===== config.mk =====
export PLATFORM = sky130hd
export DESIGN_NAME = lru_page_cache
export DESIGN_NICKNAME = d
export VERILOG_FILES = /design/src/lpc_pkg.sv /design/src/lru_page_cache.sv
export VERILOG_INCLUDE_DIRS = /design/src /design/src/src
export SDC_FILE = /design/constraint.sdc
export NUM_CORES = 1
export LEC_CHECK = 0
export BUFFER_PORTS_ARGS = -buffer_cell sky130_fd_sc_hd__buf_2
export CORE_UTILIZATION = 45
export DETAILED_ROUTE_END_ITERATION = 16
export PLACE_DENSITY = 0.66
export SYNTH_ARGS = -nofsm -noshare
export SYNTH_HDL_FRONTEND = slang
export SYNTH_SLANG_ARGS = --single-unit

===== constraint.sdc =====
create_clock -name clk_i -period 5.6 [get_ports clk_i]
set_input_delay 1.12 -clock clk_i [delete_from_list [all_inputs] [get_ports clk_i]]
set_output_delay 1.12 -clock clk_i [all_outputs]
set_load 0.01 [all_outputs]

===== src/lru_page_cache_macros.svh =====
// assertion macros for the lru page cache
// no dependencies; included by the top level only
`ifndef LRU_PAGE_CACHE_MACROS_SVH
`define LRU_PAGE_CACHE_MACROS_SVH
`ifndef SYNTHESIS
`define LPC_ASSERT(lbl, clk, rst_n, prop) \
  lbl: assert property (@(posedge clk) disable iff (!rst_n) (prop)) \
    else $error("lru_page_cache: check failed");
`define LPC_ASSERT_NEXT(lbl, clk, rst_n, ante, cons) \
  lbl: assert property (@(posedge clk) disable iff (!rst_n) (ante) |=> (cons)) \
    else $error("lru_page_cache: check failed");
`else
`define LPC_ASSERT(lbl, clk, rst_n, prop)
`define LPC_ASSERT_NEXT(lbl, clk, rst_n, ante, cons)
`endif
`endif


===== src/lpc_pkg.sv =====
// shared constants for the lru page cache
// no dependencies; used by lru_page_cache
`default_nettype none

package lpc_pkg;

  localparam int PageNumW        = 20;
  localparam int CapW            = 5;
  localparam int OccW            = 5;
  localparam int EntriesDefault  = 16;
  localparam int PageBitsDefault = 20;
  localparam int CapReset        = 16;

endpackage

`default_nettype wire


===== src/lru_page_cache.sv =====
// lru page cache: fully associative page table with least recently used replacement
// depends on lpc_pkg and lru_page_cache_macros.svh
//
// One page request is taken on every clock cycle in which start is high; busy is
// never raised. Each request gives exactly one result, shown for one cycle with
// strobe_o high; the request passes through the input register, then through the tag
// compare and rank update into the result register. The receiver cannot stall, so
// results must be taken as they appear. Back-to-back requests see the state left by
// the one before. The capacity register is written through cfg_valid_i / cfg_ready_o;
// the user must write it only while no request is in flight, as the block itself does
// not enforce this; a zero capacity acts as one, a value above ENTRIES as ENTRIES.
`default_nettype none

module lru_page_cache #(
  parameter int ENTRIES   = lpc_pkg::EntriesDefault,
  parameter int PAGE_BITS = lpc_pkg::PageBitsDefault
) (
  input  wire logic                        clk_i,
  input  wire logic                        rst_ni,
  input  wire logic                        start,
  output logic                             busy,
  input  wire logic [lpc_pkg::PageNumW-1:0] page_number_i,
  input  wire logic                        cfg_valid_i,
  output logic                             cfg_ready_o,
  input  wire logic [lpc_pkg::CapW-1:0]    cfg_data_i,
  output logic                             strobe_o,
  output logic                             hit_o,
  output logic                             evicted_o,
  output logic [lpc_pkg::PageNumW-1:0]     evicted_page_o,
  output logic [lpc_pkg::OccW-1:0]         occupancy_o
);

  `include "lru_page_cache_macros.svh"

  localparam int TagW  = (PAGE_BITS < lpc_pkg::PageNumW) ? PAGE_BITS : lpc_pkg::PageNumW;
  localparam int RankW = $clog2(ENTRIES);
  localparam int CntW  = $clog2(ENTRIES + 1);
  localparam int CmpW  = (CntW > lpc_pkg::CapW) ? CntW : lpc_pkg::CapW;
  localparam logic [CmpW-1:0] EntC = CmpW'(ENTRIES);

  logic [lpc_pkg::CapW-1:0] cap_q;
  logic                     req_valid_q;
  logic [TagW-1:0]          req_page_q;

  logic [TagW-1:0]          tag_q   [ENTRIES];
  logic [RankW-1:0]         rank_q  [ENTRIES];
  logic [RankW-1:0]         rank_d  [ENTRIES];
  logic [ENTRIES-1:0]       valid_q;
  logic [ENTRIES-1:0]       valid_d;
  logic [CntW-1:0]          count_q;
  logic [CntW-1:0]          count_d;

  logic [ENTRIES-1:0]       hit_oh;
  logic [ENTRIES-1:0]       victim_oh;
  logic [ENTRIES-1:0]       free_oh;
  logic [ENTRIES-1:0]       wr_oh;
  logic [RankW-1:0]         found_rank;
  logic [TagW-1:0]          victim_tag;
  logic [CntW-1:0]          count_m1;
  logic [CmpW-1:0]          cap_ext;
  logic [CmpW-1:0]          eff_cap;
  logic [CmpW-1:0]          count_ext;
  logic [CmpW-1:0]          occ_ext;
  logic                     is_hit;
  logic                     do_evict;

  logic                     strobe_q;
  logic                     hit_q;
  logic                     evicted_q;
  logic [TagW-1:0]          evicted_page_q;
  logic [CntW-1:0]          occ_q;

  assign busy        = 1'b0;
  assign cfg_ready_o = 1'b1;

  // capacity register
  always_ff @(posedge clk_i or negedge rst_ni) begin
    if (!rst_ni) begin
      cap_q <= lpc_pkg::CapW'(lpc_pkg::CapReset);
    end else if (cfg_valid_i && cfg_ready_o) begin
      cap_q <= cfg_data_i;
    end
  end

  // input register
  always_ff @(posedge clk_i or negedge rst_ni) begin
    if (!rst_ni) begin
      req_valid_q <= 1'b0;
    end else begin
      req_valid_q <= start && !busy;
    end
  end

  always_ff @(posedge clk_i) begin
    if (start && !busy) begin
      req_page_q <= page_number_i[TagW-1:0];
    end
  end

  // lookup and victim selection
  always_comb begin
    count_m1   = count_q - CntW'(1);
    found_rank = '0;
    victim_tag = '0;
    for (int i = 0; i < ENTRIES; i++) begin
      hit_oh[i]    = valid_q[i] && (tag_q[i] == req_page_q);
      victim_oh[i] = valid_q[i] && (CntW'(rank_q[i]) == count_m1);
      found_rank   = found_rank | (hit_oh[i] ? rank_q[i] : '0);
      victim_tag   = victim_tag | (victim_oh[i] ? tag_q[i] : '0);
    end
    free_oh = ~valid_q & (valid_q + ENTRIES'(1));

    cap_ext   = CmpW'(cap_q);
    count_ext = CmpW'(count_q);
    if (cap_ext == '0) begin
      eff_cap = CmpW'(1);
    end else if (cap_ext > EntC) begin
      eff_cap = EntC;
    end else begin
      eff_cap = cap_ext;
    end

    is_hit   = |hit_oh;
    do_evict = !is_hit && (count_ext >= eff_cap);
    if (is_hit) begin
      wr_oh = '0;
    end else if (do_evict) begin
      wr_oh = victim_oh;
    end else begin
      wr_oh = free_oh;
    end

    valid_d = valid_q | wr_oh;
    count_d = (!is_hit && !do_evict) ? count_q + CntW'(1) : count_q;
    for (int i = 0; i < ENTRIES; i++) begin
      if (wr_oh[i] || hit_oh[i]) begin
        rank_d[i] = '0;
      end else if (valid_q[i] && (!is_hit || rank_q[i] < found_rank)) begin
        rank_d[i] = rank_q[i] + RankW'(1);
      end else begin
        rank_d[i] = rank_q[i];
      end
    end
  end

  // state update
  always_ff @(posedge clk_i or negedge rst_ni) begin
    if (!rst_ni) begin
      valid_q <= '0;
      count_q <= '0;
      for (int i = 0; i < ENTRIES; i++) begin
        rank_q[i] <= '0;
      end
    end else if (req_valid_q) begin
      valid_q <= valid_d;
      count_q <= count_d;
      for (int i = 0; i < ENTRIES; i++) begin
        rank_q[i] <= rank_d[i];
      end
    end
  end

  always_ff @(posedge clk_i) begin
    for (int i = 0; i < ENTRIES; i++) begin
      if (req_valid_q && wr_oh[i]) begin
        tag_q[i] <= req_page_q;
      end
    end
  end

  // result register
  always_ff @(posedge clk_i or negedge rst_ni) begin
    if (!rst_ni) begin
      strobe_q <= 1'b0;
    end else begin
      strobe_q <= req_valid_q;
    end
  end

  always_ff @(posedge clk_i) begin
    if (req_valid_q) begin
      hit_q          <= is_hit;
      evicted_q      <= do_evict;
      evicted_page_q <= do_evict ? victim_tag : '0;
      occ_q          <= count_d;
    end
  end

  assign occ_ext        = CmpW'(occ_q);
  assign strobe_o       = strobe_q;
  assign hit_o          = hit_q;
  assign evicted_o      = evicted_q;
  assign evicted_page_o = lpc_pkg::PageNumW'(evicted_page_q);
  assign occupancy_o    = occ_ext[lpc_pkg::OccW-1:0];

  `LPC_ASSERT(a_count_matches_valid, clk_i, rst_ni, $countones(valid_q) == int'(count_q))
  `LPC_ASSERT(a_count_in_range, clk_i, rst_ni, CmpW'(count_q) <= EntC)
  `LPC_ASSERT(a_hit_excludes_evict, clk_i, rst_ni, !(strobe_o && hit_o && evicted_o))
  `LPC_ASSERT_NEXT(a_request_gives_result, clk_i, rst_ni, req_valid_q, strobe_o)

endmodule

`default_nettype wire


==> impl.org, run 1 <==
** Status
- The flow ran to the end, and the final reports show no timing, DRC or antenna violations.

** Cells and area
- The finished cells cover 28,900 µm².
- At the end of the flow, the number of nets in the layout was 2,396.
- Final design utilization :: 0.523
- Layout cell share with drive strength beyond 1 :: 0.148
- Number of non-filler instances in the completed layout :: 3,119
- Area Growth Syn to Fin :: 14.8%
- Highest-count cells in the layout ignoring fill and taps :: sky130_fd_sc_hd__edfxtp_1 (367), sky130_fd_sc_hd__xnor2_1 (274), sky130_fd_sc_hd__buf_4 (133)
- Leaving out fill and tap cells, the most frequent cell in the layout is sky130_fd_sc_hd__edfxtp_1.
- Number of fill cells :: 4,842
- 0 antenna diodes ended up in the layout.

** Power
- The share of total power dissipated in sequential elements is 0.376.
- Switching power of the nets :: 5.50 mW
- Internal power comes to 7.94 mW.
- Maximum ir drop on the vdd rail :: 351 µV
- Leakage dissipation :: 10.1 nW
- Of the total power, combinational logic draws 0.362.
- Net Sw Frac :: 0.409
- Cell area power density :: 465 nW/µm²
- Of the total power, the clock network draws 0.262.

** Floorplanning
- Total core area :: 55,200 µm²
- Initial core utilization :: 0.456
- The die covers 56,900 µm².
- The floorplan has 86 rows.
- In this run the vertical extent of the chip is 239 µm.
- Ports :: 59
- The floorplan step set the die width to 239 µm.

** Yosys
- Number of enable flip-flop cells after synthesis :: 367
- Mapped Cells :: 2,206
- Yosys printed 0 warnings.
- Post-synthesis cell type count :: 78
- Counting every net in the synthesized netlist gives 2,274.
- Per-instance average area after synthesis :: 11.4 µm²
- Post-synth ARST share :: 0.200
- Cell area after synthesis :: 25,200 µm²
- Among all flip-flop cells after synthesis, the most frequent one is sky130_fd_sc_hd__edfxtp_1.
- The share of the Yosys chip area taken by registers is 0.529.
- In this run, synthesis produced a sequential element count of 459.

** Timing
- Final number of max-transition violations :: 0
- Sum of negative setup slack :: 0 ps
- Of the available clock period, the critical path in the final layout requires 0.986.
- For the pin with the worst max-slew slack, the measured transition is 1340 ps.
- On the final layout, the worst hold slack is 526 ps.
- Worst-case headroom to the max-slew limit :: 0.101
- Setup violations remaining at the end of the flow were counted as 0.
- Final critical path time including I/O delays and setup :: 5520 ps
- Setup Skew :: 28.9 ps
- Setup repair after global routing left no endpoint under its margin.
- Achievable Freq :: 0.181 GHz
- The number of hold violations in the final report was 0.

** Critical path
- Critical Path Slowest Stage Cell :: sky130_fd_sc_hd__nor4_1
- By instance count, the cell type seen most on the critical path is sky130_fd_sc_hd__nand4_1.
- At the worst endpoint, the arrival time is 6050 ps.
- CP endpoint kind :: flop
- Largest delay share family, worst path :: simple AND/OR/NAND/NOR gates
- Startpoint type of the worst setup path :: flop
- Critical Path, Cell by Cell :: xnor2_1 > nand4_1 > nor4_1 > nand4_1 > nor2_1 > a211oi_1 > o2111ai_1 > nor2_1 > ha_1 > nand4_1 > a221oi_1 > nor4bb_1 > o21ai_1 > nor3_1 > a21o_1
- Slowest cell delay on critical path :: 850 ps
- Buffering stage count on the worst path with inverters included :: 0
- Critical path start-end classification :: flop to flop
- Required arrival time at the worst endpoint :: 6120 ps
- Of all nets on the critical path, the largest fanout is 17.

** Drt
- In the final routed layout, each cell accounts on average for 36.7 µm.
- Across all layers, the routed design uses 20,647 vias.
- Total routed wirelength :: 114,000 µm
- The detailed router finished its first iteration with 2,678 violations.
- Once detail routing completed, the nets flagged for antenna violations numbered 0.
- After detailed routing, the number of vias per cell comes to 6.62.
- The first detailed-routing pass ran for 7 iterations.
- After detailed routing, the number of remaining DRC violations is 0.

** Place
- Instance count after placement with tap cells included :: 3,022
- Final estimated routing congestion in global placement :: 1.01
- The placed instances occupy a cell area of 27,100 µm².
- The wire-length estimate of the detail-placed layout is 83,800 µm.
- Port buffering added 56 buffers.

** Global routing
- Entering global routing, the biggest net connects 55 pins.
- Number of antenna violations at the first check in global routing :: 2
- Number of global-route vias before repair :: 19,484
- The first global-routing pass estimated 156,000 µm of wire.
- In the global route stage, overall resource usage came out at 0.401.
- GRT overflow :: 0

** CTS
- For this design, the sink count on the clock tree is 459.
- Clk_lat worst skew :: 650 ps
- The root buffer cell chosen for the clock tree is sky130_fd_sc_hd__clkbuf_16.
- CTS H-tree lvls :: 2
- Clock tree synthesis inserted a total of 52 buffers.
- In this run, post-CTS hold repair placed 0 buffers.
- Gates resized during post-CTS repair numbered 0.
- Buffers added to address setup during post-CTS repair amount to 0.
- Clock tree from TritonCTS :: built
- Clock transition at the registers of the reported paths :: 60 ps
- In this run the deepest clock path goes through 3 buffers.

** Hold path
- Path type of the worst min-delay path :: flop to flop

** Job
- The tool flagged a number of max-cap violations equal to 0.
==> power groups by stage <==
stage	clock, mW	sequential (mW)	combinational [mW]
6_report	3.52	5.05	4.87
5_1_grt	3.67	5.09	5.09
4_1_cts	3.55	5.02	4.76
3_5_place_dp	0	5.08	4.75
3_3_place_gp	0	5.06	4.70
2_1_floorplan	0	4.77	2.83
==> path summary, 6_finish.rpt <==
| kind | start | endpoint | slack [ps] | cells past startpoint |
|---|---|---|---|---|
| setup reg to reg | req_page_q[12]$_DFFE_PP_ | rank_q[4]$_DFFE_PN0P_ | 80 | 15 |
| hold reg to reg | cap_ext[0]$_DFFE_PN0P_ | cap_ext[0]$_DFFE_PN0P_ | 530 | 1 |
| setup / recovery | req_page_q[12]$_DFFE_PP_ | rank_q[4]$_DFFE_PN0P_ | 80 | 15 |
| min in group asynchronous | rst_ni | rank_q[24]$_DFFE_PN0P_ | 580 | 1 |
| hold / removal | cap_ext[0]$_DFFE_PN0P_ | cap_ext[0]$_DFFE_PN0P_ | 530 | 1 |
| max in group asynchronous | rst_ni | cap_ext[4]$_DFFE_PN1P_ | 3950 | 2 |
==> cells by family (layout without fill, tap and decap cells) <==
group | Yosys count | in the layout | synth area share
AO/OA/AOI/OAI | 409 | 409 | 0.124
XOR/XNOR | 391 | 391 | 0.136
adder cells (fa/ha/maj) | 40 | 40 | 0.0198
buffers and inverters | 201 | 366 | 0.0345
flip-flops | 459 | 459 | 0.529
multiplexers | 19 | 19 | 0.00795
other | 2 | 2 | 0.000298
AND/OR/NAND/NOR | 685 | 685 | 0.148
==> routing by layer <==
metal	GRT usage	vias up	routed length [µm]
met3	0.0936	299	11600
met5	0	-	28
li1	-	8665	-
met4	0.266	4	8740
met2	0.600	1260	49800
met1	0.519	10419	44200
==> synth_stat cells, types with 21 or more instances <==
cell type | n | area, µm²
sky130_fd_sc_hd__edfxtp_1 | 367 | 11000
sky130_fd_sc_hd__xnor2_1 | 276 | 2420
sky130_fd_sc_hd__nand3_1 | 129 | 646
sky130_fd_sc_hd__nand4_1 | 124 | 776
sky130_fd_sc_hd__nand2_1 | 115 | 432
sky130_fd_sc_hd__xor2_1 | 115 | 1010
sky130_fd_sc_hd__dfrtp_1 | 91 | 2280
sky130_fd_sc_hd__nor2_1 | 84 | 315
sky130_fd_sc_hd__a22oi_1 | 83 | 623
sky130_fd_sc_hd__inv_1 | 70 | 263
sky130_fd_sc_hd__clkbuf_1 | 66 | 248
sky130_fd_sc_hd__nor3_1 | 54 | 270
sky130_fd_sc_hd__a221oi_1 | 48 | 420
sky130_fd_sc_hd__nor4_1 | 48 | 300
sky130_fd_sc_hd__a22o_1 | 43 | 377
sky130_fd_sc_hd__ha_1 | 39 | 488
sky130_fd_sc_hd__buf_2 | 35 | 175
sky130_fd_sc_hd__a21oi_1 | 27 | 135
sky130_fd_sc_hd__o21ai_0 | 23 | 115
sky130_fd_sc_hd__a31oi_1 | 22 | 138
sky130_fd_sc_hd__and3_1 | 21 | 131
sky130_fd_sc_hd__or4_1 | 21 | 158
==> stage by stage <==
step / power [mW] / setup WS (ps)
floorplan: 7.60 / 989
global placement: 9.76 / 420
detailed placement: 9.83 / 387
CTS: 13.3 / 350
global route: 13.8 / 84.1
finish: 13.4 / 75.8
==> layout make-up <==
cell class	count	area [µm²]	area share
flip-flops and latches	459	13300	0.461
multi-input cells	1546	11200	0.386
repair buffers	198	1470	0.0510
clock buffers	61	1360	0.0469
inverters	71	267	0.00922
clock inverters	36	382	0.0132
well taps	748	936	0.0324
==> sequential cells by signal, indices dropped and copies added (netlist names) <==
register / count
count_ext: 5
hit_o: 1
tag_q: 320
valid_q: 16
occupancy_o: 5
strobe_o: 1
evicted_o: 1
evicted_page_o: 20
cap_ext: 5
rank_q: 64
req_page_q: 20
req_valid_q: 1
Power figures use the tool's default switching activity.
==> run 2, diff against run 1 <==
PLACE_DENSITY = default   (was 0.66)
==> impl.org, run 2 (synthesis gave the netlist of run 1 again) <==
** Hold path
- The startpoint identified for the worst hold timing path is cap_ext[0]$_DFFE_PN0P_.
- Cells on Worst Hold Path :: 1 (unchanged)
- Endpoint, Worst Hold :: cap_ext[0]$_DFFE_PN0P_
- Path type of the worst min-delay path :: flop to flop

** Job
- Count of max-cap constraint violations :: 0 (unchanged)

** Cells and area
- Register ranked first by flip-flop count :: tag_q
- The number of fillers in the final layout was 4,880 (+0.78%).
- Highest-count cells in the layout ignoring fill and taps :: sky130_fd_sc_hd__edfxtp_1 (367), sky130_fd_sc_hd__xnor2_1 (274), sky130_fd_sc_hd__buf_4 (145)
- The number of inserted diodes is 0 (unchanged).
- The count of nets after finishing came to 2,404 (+0.33%).
- The sequential standard cell area was 13,300 µm² (unchanged).
- Number of non-filler instances in the completed layout :: 3,124 (+0.16%)
- The share of cells above drive strength 1 came to 0.151 (+0.00263).
- Top flop regs :: tag_q (320), rank_q (64)
- Number of flip-flops in the largest register :: 320 (unchanged)
- Multi-input combinational cell area :: 11,100 µm² (-0.21%)
- The area growth from synthesis to layout is 14.6%.
- Leaving out fill and tap cells, the most frequent cell in the layout is sky130_fd_sc_hd__edfxtp_1.

** Critical path
- The number of cells on the worst reg-to-reg path is 13 (-2).
- Reg-to-reg setup timing slack :: 230 ps (+160 ps)
- The biggest fanout along the worst timing path is 16 (-1).
- Startpoint type of the worst setup path :: flop
- The worst register-to-register path ends at rank_q[63]$_DFFE_PN0P_.
- Startpoint of the lowest-slack register-to-register path :: req_page_q[5]$_DFFE_PP_
- WP data arrival :: 5940 ps (-110 ps)
- The worst setup path is captured at a flop.
- The required arrival time at the worst endpoint came to 6170 ps (+50 ps).
- The critical path is of the flop to flop type.

** Drt
- Via-to-Cell Ratio :: 6.69 (+1.1%)
- Initial DRC Count :: 3,143 (+17%)
- The wire length reported by the detailed router is 114,000 µm (-0.71%).
- The detailed-routing iteration count for the pre-antenna-repair pass was 8 (+1).
- Drt drc :: 0 (unchanged)
- The mean routed wirelength per cell is 36.3 µm (-0.87%).
- The post-detailed-route count of antenna-violating nets is 0 (unchanged).
- Vias :: 20,911 (+1.3%)

** Timing
- The maximum clock frequency came to 0.186 GHz (+2.9%).
- The clock tree skew after final layout was 34.9 ps (+6.04 ps).
- The hold slack was 511 ps (-14.4 ps).
- Worst-case headroom to the max-slew limit :: 0.103 (+0.00270)
- RSZ-0062 raised after global routing :: no
- The slew at the pin with the worst max-slew slack was 1340 ps (+5.04 ps).
- The clock period minus final worst setup slack came to 5370 ps (-157 ps).
- The number of hold violations in the final report was 0 (unchanged).
- The total count of max-transition violations in the final report came to 0 (unchanged).
- Final count of negative-setup-slack endpoints :: 0 (unchanged)
- The fraction of the cycle the final worst path needs was 0.958 (-0.0280).
- The final total negative setup slack came to 0 ps (unchanged).

** Floorplanning
- Initial core utilization :: 0.456 (unchanged)
- The horizontal die dimension is 239 µm (unchanged).
- Site Rows :: 86 (unchanged)
- The boundary pin count came to 59 (unchanged).
- The height of the chip is 239 µm (unchanged).
- The overall die area is 56,900 µm² (unchanged).
- The floorplan core area is 55,200 µm² (unchanged).

** CTS
- The post-cts gate resize count came to 0 (unchanged).
- Clk sinks :: 459 (unchanged)
- TritonCTS built the clock tree.
- The H-tree depth reported by CTS is 2 (unchanged).
- Number of CTS-inserted buffers :: 53 (+1.9%)
- The post-CTS clock slew at the launch and capture registers of the worst setup and hold paths was 60 ps (about the same).
- The later-pin clock latency in the skew report was 650 ps (about the same).
- Number of buffers on the longest clock path :: 3 (unchanged)
- The number of hold-repair buffers added at the cts stage is 0 (unchanged).
- Clk root buf :: sky130_fd_sc_hd__clkbuf_16
- The buffers inserted during post-CTS setup optimization was 0 (unchanged).

** Power
- The post-layout total power was 13.4 mW (-0.29%).
- The total leakage power is 10.1 nW (+0.19%).
- Cell area power density :: 465 nW/µm² (-0.11%)
- Maximum ir drop on the vdd rail :: 347 µV (-0.98%)

** Place
- The estimated wirelength of the detail-placed design is 82,500 µm (-1.6%).
- Count of buffers inserted at the top-level ports :: 56 (unchanged)
- The number of placed cells counting well taps was 3,029 (+0.23%).
- Final estimated routing congestion in global placement :: 1.06 (+4.0%)

** Global routing
- The wire length of the first global-routing pass was 156,000 µm (about the same).
- The number of antenna violations at the first check in global routing is 1 (-1).
- The global route total overflow is 0 (unchanged).
- Pin count of the biggest net entering global routing :: 65 (+18%)
- The via count of the first global-routing pass is 19,749 (+1.4%).
- The global router's overall resource usage came to 0.400 (-0.00119).

** Status
- The flow ran to the end, and the final reports show no timing, DRC or antenna violations.
run 2: worst max path at each step:
| stage | startpoint | to | slack [ps] | cells after the start |
|---|---|---|---|---|
| after floorplan | count_ext[0]$_DFFE_PN0P_ | tag_q[1][60]$_DFFE_PP_ | 990 | 12 |
| after global placement | req_page_q[5]$_DFFE_PP_ | rank_q[63]$_DFFE_PN0P_ | 570 | 13 |
| after detailed placement | req_page_q[5]$_DFFE_PP_ | rank_q[59]$_DFFE_PN0P_ | 540 | 13 |
| after CTS | req_page_q[5]$_DFFE_PP_ | rank_q[59]$_DFFE_PN0P_ | 530 | 13 |
| after global routing | req_page_q[5]$_DFFE_PP_ | rank_q[61]$_DFFE_PN0P_ | 270 | 13 |
| final | req_page_q[5]$_DFFE_PP_ | rank_q[63]$_DFFE_PN0P_ | 230 | 13 |
run 2: layer usage:
metal,vias up,track usage,wire (µm)
met2,1420,0.613,49800
met3,301,0.0649,11500
met1,10501,0.533,44200
met4,0,0.243,7950
met5,-,0,0
li1,8689,-,-
run 2: final cells by class:
| type | count | share of cell area |
|---|---|---|
| clock buffer | 59 | 0.0486 |
| clock inverter | 36 | 0.0111 |
| inverter | 71 | 0.00924 |
| multi-input combinational | 1546 | 0.386 |
| sequential | 459 | 0.462 |
| tap | 748 | 0.0324 |
| timing repair buffer | 205 | 0.0508 |
run 2: critical path: stages (launching register included):
cell and delay (ps):
sky130_fd_sc_hd__edfxtp_1 690, sky130_fd_sc_hd__xnor2_1 900, sky130_fd_sc_hd__nand3_1 150, sky130_fd_sc_hd__nor4_1 1060, sky130_fd_sc_hd__and4_1 420, sky130_fd_sc_hd__nor4_1 80
sky130_fd_sc_hd__buf_4 210, sky130_fd_sc_hd__and3_1 350, sky130_fd_sc_hd__buf_4 290, sky130_fd_sc_hd__o22ai_1 160, sky130_fd_sc_hd__o21ai_1 70, sky130_fd_sc_hd__a21oi_1 410
sky130_fd_sc_hd__nor4bb_1 350, sky130_fd_sc_hd__a211o_1 140
run 2: power by group:
part / leakage, nW / switching [mW] / internal, mW
clock network: 0.837 / 1.52 / 1.98
logic: 4.76 / 3.23 / 1.61
registers: 4.49 / 0.726 / 4.33
total: 10.1 / 5.47 / 7.93
run 2: metrics by stage:
stage          utilization  setup WS (ps)  instance area, µm²
6_report             0.522            233               28800
5_1_grt              0.522            269               28800
3_5_place_dp         0.491            536               27100
4_1_cts              0.522            534               28800
2_1_floorplan            -            989               25200
3_3_place_gp         0.491            569               27100
